==> config.mk <==
export PLATFORM = sky130hd
export DESIGN_NAME = bgdg_interp
export DESIGN_NICKNAME = d
export VERILOG_FILES = /design/src/rtl/bgdg_pkg.sv /design/src/rtl/bgdg_interp.sv
export SDC_FILE = /design/constraint.sdc
export NUM_CORES = 1
export LEC_CHECK = 0
export ABC_AREA = 1
export BUFFER_PORTS_ARGS = -buffer_cell sky130_fd_sc_hd__buf_4
export CORE_AREA = 2 2 198 122
export DETAILED_ROUTE_END_ITERATION = 6
export DIE_AREA = 0 0 200 124
export PLACE_DENSITY = 0.59
export SETUP_SLACK_MARGIN = 0.3
export SKIP_LAST_GASP = 1
export SYNTH_ARGS = -nofsm -noshare
export SYNTH_HDL_FRONTEND = slang
export SYNTH_SLANG_ARGS = --single-unit
==> constraint.sdc <==
create_clock -name vclk -period 26
set_clock_uncertainty 0.15 [all_clocks]
set_input_delay 5.2 -clock vclk [all_inputs]
set_output_delay 5.2 -clock vclk [all_outputs]
set_load 0.005 [all_outputs]
==> src/rtl/bgdg_pkg.sv <==
// Shared types and constants for the GRBG Bayer demosaic with grey output.
// No dependencies; used by every module of the block.
package bgdg_pkg;

   localparam int DEFAULT_MAX_WIDTH = 512;

   localparam int PIX_W     = 8;
   localparam int LINE_W    = 2 * PIX_W;   // upper and middle row sample side by side
   localparam int ROW_W     = 12;
   localparam int COL_OUT_W = 9;
   localparam int IWID_W    = 10;          // image_width register
   localparam int IHGT_W    = 12;          // image_height register
   localparam int CSR_IDX_W = 2;
   localparam int CSR_DAT_W = 12;
   localparam int RSP_DAT_W = 56;          // 53 bits of fields padded to whole bytes

   // Register indexes
   localparam logic [CSR_IDX_W-1:0] CSR_IMAGE_WIDTH  = 2'd0;
   localparam logic [CSR_IDX_W-1:0] CSR_IMAGE_HEIGHT = 2'd1;

   localparam logic [IWID_W-1:0] RESET_WIDTH  = 10'd512;
   localparam logic [IHGT_W-1:0] RESET_HEIGHT = 12'd512;
   localparam logic [IHGT_W-1:0] MIN_SIZE     = 12'd3;

   // Luma weights 0.2125, 0.7154, 0.0721 in Q0.16
   localparam int WEIGHT_RED   = 13926;
   localparam int WEIGHT_GREEN = 46884;
   localparam int WEIGHT_BLUE  = 4725;

   // 3x3 neighbourhood: [row][column], row 0 is the oldest line, column 2 the newest sample
   typedef logic [2:0][2:0][PIX_W-1:0] window_type;

   typedef struct packed {
      logic [PIX_W-1:0] grey;
      logic [PIX_W-1:0] blue;
      logic [PIX_W-1:0] green;
      logic [PIX_W-1:0] red;
   } colour_type;

endpackage

==> src/rtl/bgdg_interp.sv <==
// Bilinear colour reconstruction of the window centre and the Q8.16 grey sum.
// Purely combinational. Uses bgdg_pkg.
module bgdg_interp (
   input  bgdg_pkg::window_type win,
   input  logic                 x_odd,
   input  logic                 y_odd,
   output bgdg_pkg::colour_type pix
);

   logic [7:0]  ctr;
   logic [8:0]  lr;
   logic [8:0]  ud;
   logic [9:0]  cr;
   logic [9:0]  edges;
   logic [7:0]  red;
   logic [7:0]  green;
   logic [7:0]  blue;
   logic [23:0] luma;

   assign ctr   = win[1][1];
   assign lr    = 9'(win[1][0]) + 9'(win[1][2]);
   assign ud    = 9'(win[0][1]) + 9'(win[2][1]);
   assign cr    = 10'(win[0][0]) + 10'(win[0][2]) + 10'(win[2][0]) + 10'(win[2][2]);
   assign edges = 10'(lr) + 10'(ud);

   // Parity picks which colour is native at the centre
   always_comb begin
      unique case ({y_odd, x_odd})
         2'b00: begin
            green = ctr;         red  = lr[8:1];      blue = ud[8:1];
         end
         2'b01: begin
            red   = ctr;         green = edges[9:2];  blue = cr[9:2];
         end
         2'b10: begin
            blue  = ctr;         green = edges[9:2];  red  = cr[9:2];
         end
         default: begin
            green = ctr;         red  = ud[8:1];      blue = lr[8:1];
         end
      endcase
   end

   assign luma = 24'(bgdg_pkg::WEIGHT_RED)   * 24'(red)
               + 24'(bgdg_pkg::WEIGHT_GREEN) * 24'(green)
               + 24'(bgdg_pkg::WEIGHT_BLUE)  * 24'(blue);

   assign pix.red   = red;
   assign pix.green = green;
   assign pix.blue  = blue;
   assign pix.grey  = luma[23:16];

endmodule

==> qor.yml, run 1 <==
outcome:
  outcome: "finished, final reports clean"
layout:
  syn_to_final_growth_pct: 12.88
  drive_gt1_share_pct: 9.887
  clkbuf_count: 0
  ff_latch_area_um2: 0
  nFlopsAndLatches: 0
  nets: 1719
  insertedDiodeCount: 0
  n_fill_cell: 2359
  layout_commonest_cell: "inv_1"
  fin_area_mm2: 0.01026
  layout_common_cells: "inv_1, nand2_1, ha_1"
worst_setup_path:
  startpoint: "win[1]"
  crit_family: "adder cells"
  cpPeakStageDelay_ns: 0.56
  crit_path_start_kind: "primary input"
  crit_type: "primary input to output port"
  cp_num_buf_inv: 8
  cp-end-kind: "output port"
  cp_num_cells: 45
  worstPathRequired_ns: 20.65
  arrival_ns: 15.08
  cp_slowest_cell: "fa_1"
  cp_max_fo: 5
die:
  fp.dieW_um: 200
  core_mm2: 0.02287
  fp-row-count: 43
  die_h_um: 124
  top_level_ports: 106
  dieArea_mm2: 0.02480
  initial_utilization_pct: 39.74
timing:
  hold_violations: 0
  post-route-min-period_ns: 20.43
  rsz0062_at_grt: "no"
  finalSetupTns_ns: 0
  finalMaxSlewViolations: 0
  fin_hold_ws_ns: 10.84
  fmax_mhz: 48.95
  slew_headroom_pct: 39.42
  setup_ws_ns: 5.573
  finalSetupViolCount: 0
  tightest_slew_ns: 0.8992
  period_share_pct: 78.57
logic_synthesis:
  synth.cell_area_mm2: 0.009086
  ys_types: 42
  avgSynthCellArea_um2: 7.417
  ys_seq_area_share_pct: 0
  yosys_warnings: 0
  syn_nets: 1617
  synthCells: 1225
global_routing:
  grt_max_degree: 24
  antenna_found_initial: 0
  grt-ovfl-total: 0
  grt.total_usage_pct: 21.28
  grt_pass1_wl_um: 41590
  grt_pass1_vias: 8133
detailed_routing:
  drc: 0
  num_vias: 8021
  initialDrtViolationCount: 496
  ant_nets: 0
  detail_route.vias_per_cell: 4.891
  avgRoutedWirePerCell_um: 14.92
  drt-total-wl_um: 24470
  drtPass1Iterations: 5
clock_tree:
  cts_hold_buf: 0
  cts_setup_buffers: 0
  cts_resized: 0
placement:
  dp_hpwl_um: 22710
  numPortBuffers: 106
  place_area_mm2: 0.01026
  place_ws_ns: 5.701
  routabilityCongestion: 0.9845
flow_run:
  maxCapViolCount: 0
min_path:
  hold_depth: 4
  whs_endpoint: "pix[10]"
  hold_path.class: "primary input to output port"
  min-delay-start: "win[34]"
## layout make-up
cell class | instances | area [um^2] | share of cell area [%]
multi-input cells | 861 | 7719 | 75.26
inverters | 357 | 1340 | 13.07
repair buffers | 107 | 803.3 | 7.832
well taps | 315 | 394.1 | 3.843
## metrics by stage
stage / instances / util (%)
after floorplan: 1225 / -
after global placement: 1640 / 44.85
after detailed placement: 1640 / 44.85
after CTS: 1640 / 44.85
after global routing: 1640 / 44.85
final: 1640 / 44.85
## tightest hold or removal path, cell delays in order
cell	delay, ns
buf_4	0.10
nand2_1	0.05
nand2_1	0.26
buf_4	0.18
## logic make-up after synthesis
logic type	after synthesis	share of synthesized area [%]
and+or+nand+nor	319	14.87
buffers and inverters	364	15.05
AOI/OAI and AO/OA	174	11.22
xor gates and xnor gates	50	4.985
adders and majority gates	318	53.87
## worst max-delay path by stage
stage,endpoint,slack [ns]
final,pix[29],5.57
after global routing,pix[28],4.88
after CTS,pix[28],5.69
after detailed placement,pix[28],5.70
after global placement,pix[29],5.94
after floorplan,pix[28],6.72
## Yosys cell counts, types with 3 or more instances
cell	instances	area share [%]
a211oi_1	3	0.25
a21o_1	6	0.50
a21oi_1	74	4.1
clkbuf_1	6	0.25
fa_1	122	27
ha_1	196	27
inv_1	350	14
inv_2	7	0.29
nand2_1	207	8.6
nand3_1	44	2.4
nand4_1	8	0.55
nor2_1	30	1.2
nor3_1	11	0.61
nor4_1	5	0.34
o211ai_1	12	0.99
o21a_1	3	0.25
o21ai_0	40	2.2
o21ai_1	7	0.39
o21bai_1	3	0.25
o221ai_1	3	0.29
o22ai_1	6	0.41
o31ai_1	3	0.25
or2_2	4	0.28
xnor2_1	19	1.8
xor2_1	29	2.8
## routing by layer
metal  track usage, %  wire [um]  share of wire, %  vias to the layer above
met4            1.111        156              0.64                        0
met3            4.522       2218               9.1                       10
met5                0          0                 0                        -
met1            34.39      13490                55                     3757
met2            29.49       8599                35                      225
li1                 -          -                 -                     4029
Power of run 1 is left out: the tool's default activity adds up to more than one toggle a clock period on the data nets, which glitch-free logic cannot reach.
==> run 2: changes to the inputs <==
==> constraint.sdc (replaced) <==
create_clock -name vclk -period 20.6
set_clock_uncertainty 0.15 [all_clocks]
set_input_delay 4.12 -clock vclk [all_inputs]
set_output_delay 4.12 -clock vclk [all_outputs]
set_load 0.005 [all_outputs]
==> qor.yml, run 2 (synthesized netlist as in run 1, its figures left out) <==
outcome:
  outcome: "finished, final reports clean"
detailed_routing:
  drc: 0  # unchanged
  initialDrtViolationCount: 547  # +10%
  detail_route.vias_per_cell: 4.891  # about the same
  ant_nets: 0  # unchanged
  num_vias: 8022  # +0.012%
  avgRoutedWirePerCell_um: 14.99  # +0.49%
  drt-total-wl_um: 24590  # +0.49%
  drtPass1Iterations: 6  # +1
timing:
  fmax_mhz: 54.92
  slew_headroom_pct: 38.80  # -0.62 points
  post-route-min-period_ns: 18.21
  finalMaxSlewViolations: 0  # unchanged
  rsz0062_at_grt: "no"
  finalSetupViolCount: 0  # unchanged
  tightest_slew_ns: 0.9084  # +0.009155 ns
  finalSetupTns_ns: 0  # unchanged
  period_share_pct: 88.38
  hold_violations: 0  # unchanged
global_routing:
  grt-ovfl-total: 0  # unchanged
  grt_max_degree: 24  # unchanged
  antenna_found_initial: 0  # unchanged
  grt_pass1_wl_um: 41320  # -0.65%
  grt.total_usage_pct: 21.23  # -0.055 points
  grt_pass1_vias: 7998  # -1.7%
layout:
  insertedDiodeCount: 0  # unchanged
  clkbuf_count: 0  # unchanged
  layout_commonest_cell: "inv_1"
  syn_to_final_growth_pct: 12.88  # unchanged
  nets: 1719  # unchanged
  nFlopsAndLatches: 0  # unchanged
  drive_gt1_share_pct: 9.887  # unchanged
  layout_common_cells: "inv_1, nand2_1, ha_1"
  n_fill_cell: 2399  # +1.7%
  ff_latch_area_um2: 0  # unchanged
worst_setup_path:
  crit_path_start_kind: "primary input"
  arrival_ns: 13.94  # -1.14 ns
  cp_slowest_cell: "fa_1"
  cp-end-kind: "output port"
  crit_type: "primary input to output port"
  cpPeakStageDelay_ns: 0.56  # about the same
  worstPathRequired_ns: 16.33  # -4.32 ns
  cp_max_fo: 5  # unchanged
clock_tree:
  cts_setup_buffers: 0  # unchanged
  cts_resized: 0  # unchanged
  cts_hold_buf: 0  # unchanged
die:
  initial_utilization_pct: 39.74  # unchanged
  core_mm2: 0.02287  # unchanged
  fp-row-count: 43  # unchanged
  die_h_um: 124  # unchanged
  top_level_ports: 106  # unchanged
  dieArea_mm2: 0.02480  # unchanged
  fp.dieW_um: 200  # unchanged
min_path:
  hold_depth: 4  # unchanged
  hold_path.class: "primary input to output port"
flow_run:
  maxCapViolCount: 0  # unchanged
placement:
  dp_hpwl_um: 22710  # about the same
  routabilityCongestion: 0.9868  # +0.23%
  numPortBuffers: 106  # unchanged
## run 2: worst max-delay path, delay by kind of cell
family	cells	cell delay, ns
xor+xnor	2	0.31
simple gates	14	1.60
fa+ha+maj	14	6.19
compound gates	4	0.99
buf+inv	11	0.68
## run 2: per-stage QoR
| step | worst slack [ns] | utilization [%] | hold slack [ns] | cells | cell area, um^2 |
|---|---|---|---|---|---|
| 2_1_floorplan | 3.484 | - | 8.269 | 1225 | 9086 |
| 3_3_place_gp | 2.695 | 44.85 | 8.695 | 1640 | 10260 |
| 3_5_place_dp | 2.484 | 44.85 | 8.687 | 1640 | 10260 |
| 4_1_cts | 2.450 | 44.85 | 8.687 | 1640 | 10260 |
| 5_1_grt | 1.742 | 44.85 | 8.724 | 1640 | 10260 |
| 6_report | 2.393 | 44.85 | 8.667 | 1640 | 10260 |
## run 2: routing by layer
metal  global-route usage, %  wire length, um
met4                  0.4630               62
met3                   3.141             1766
met5                       0                0
met2                   29.67             8778
met1                   35.20            13980
## run 2: path summary, 6_finish.rpt
kind,start,end,slack (ns)
worst max-delay path,win[1],pix[28],2.39
worst min-delay path,win[34],pix[10],8.67
## run 2: area by class of cell
class	instances	area [um^2]	area share (%)
multi-input combinational	861	7719	75.26
inverter	357	1340	13.07
timing repair buffer	107	803.3	7.832
tap	315	394.1	3.843
Power of run 2 is left out for the same reason.
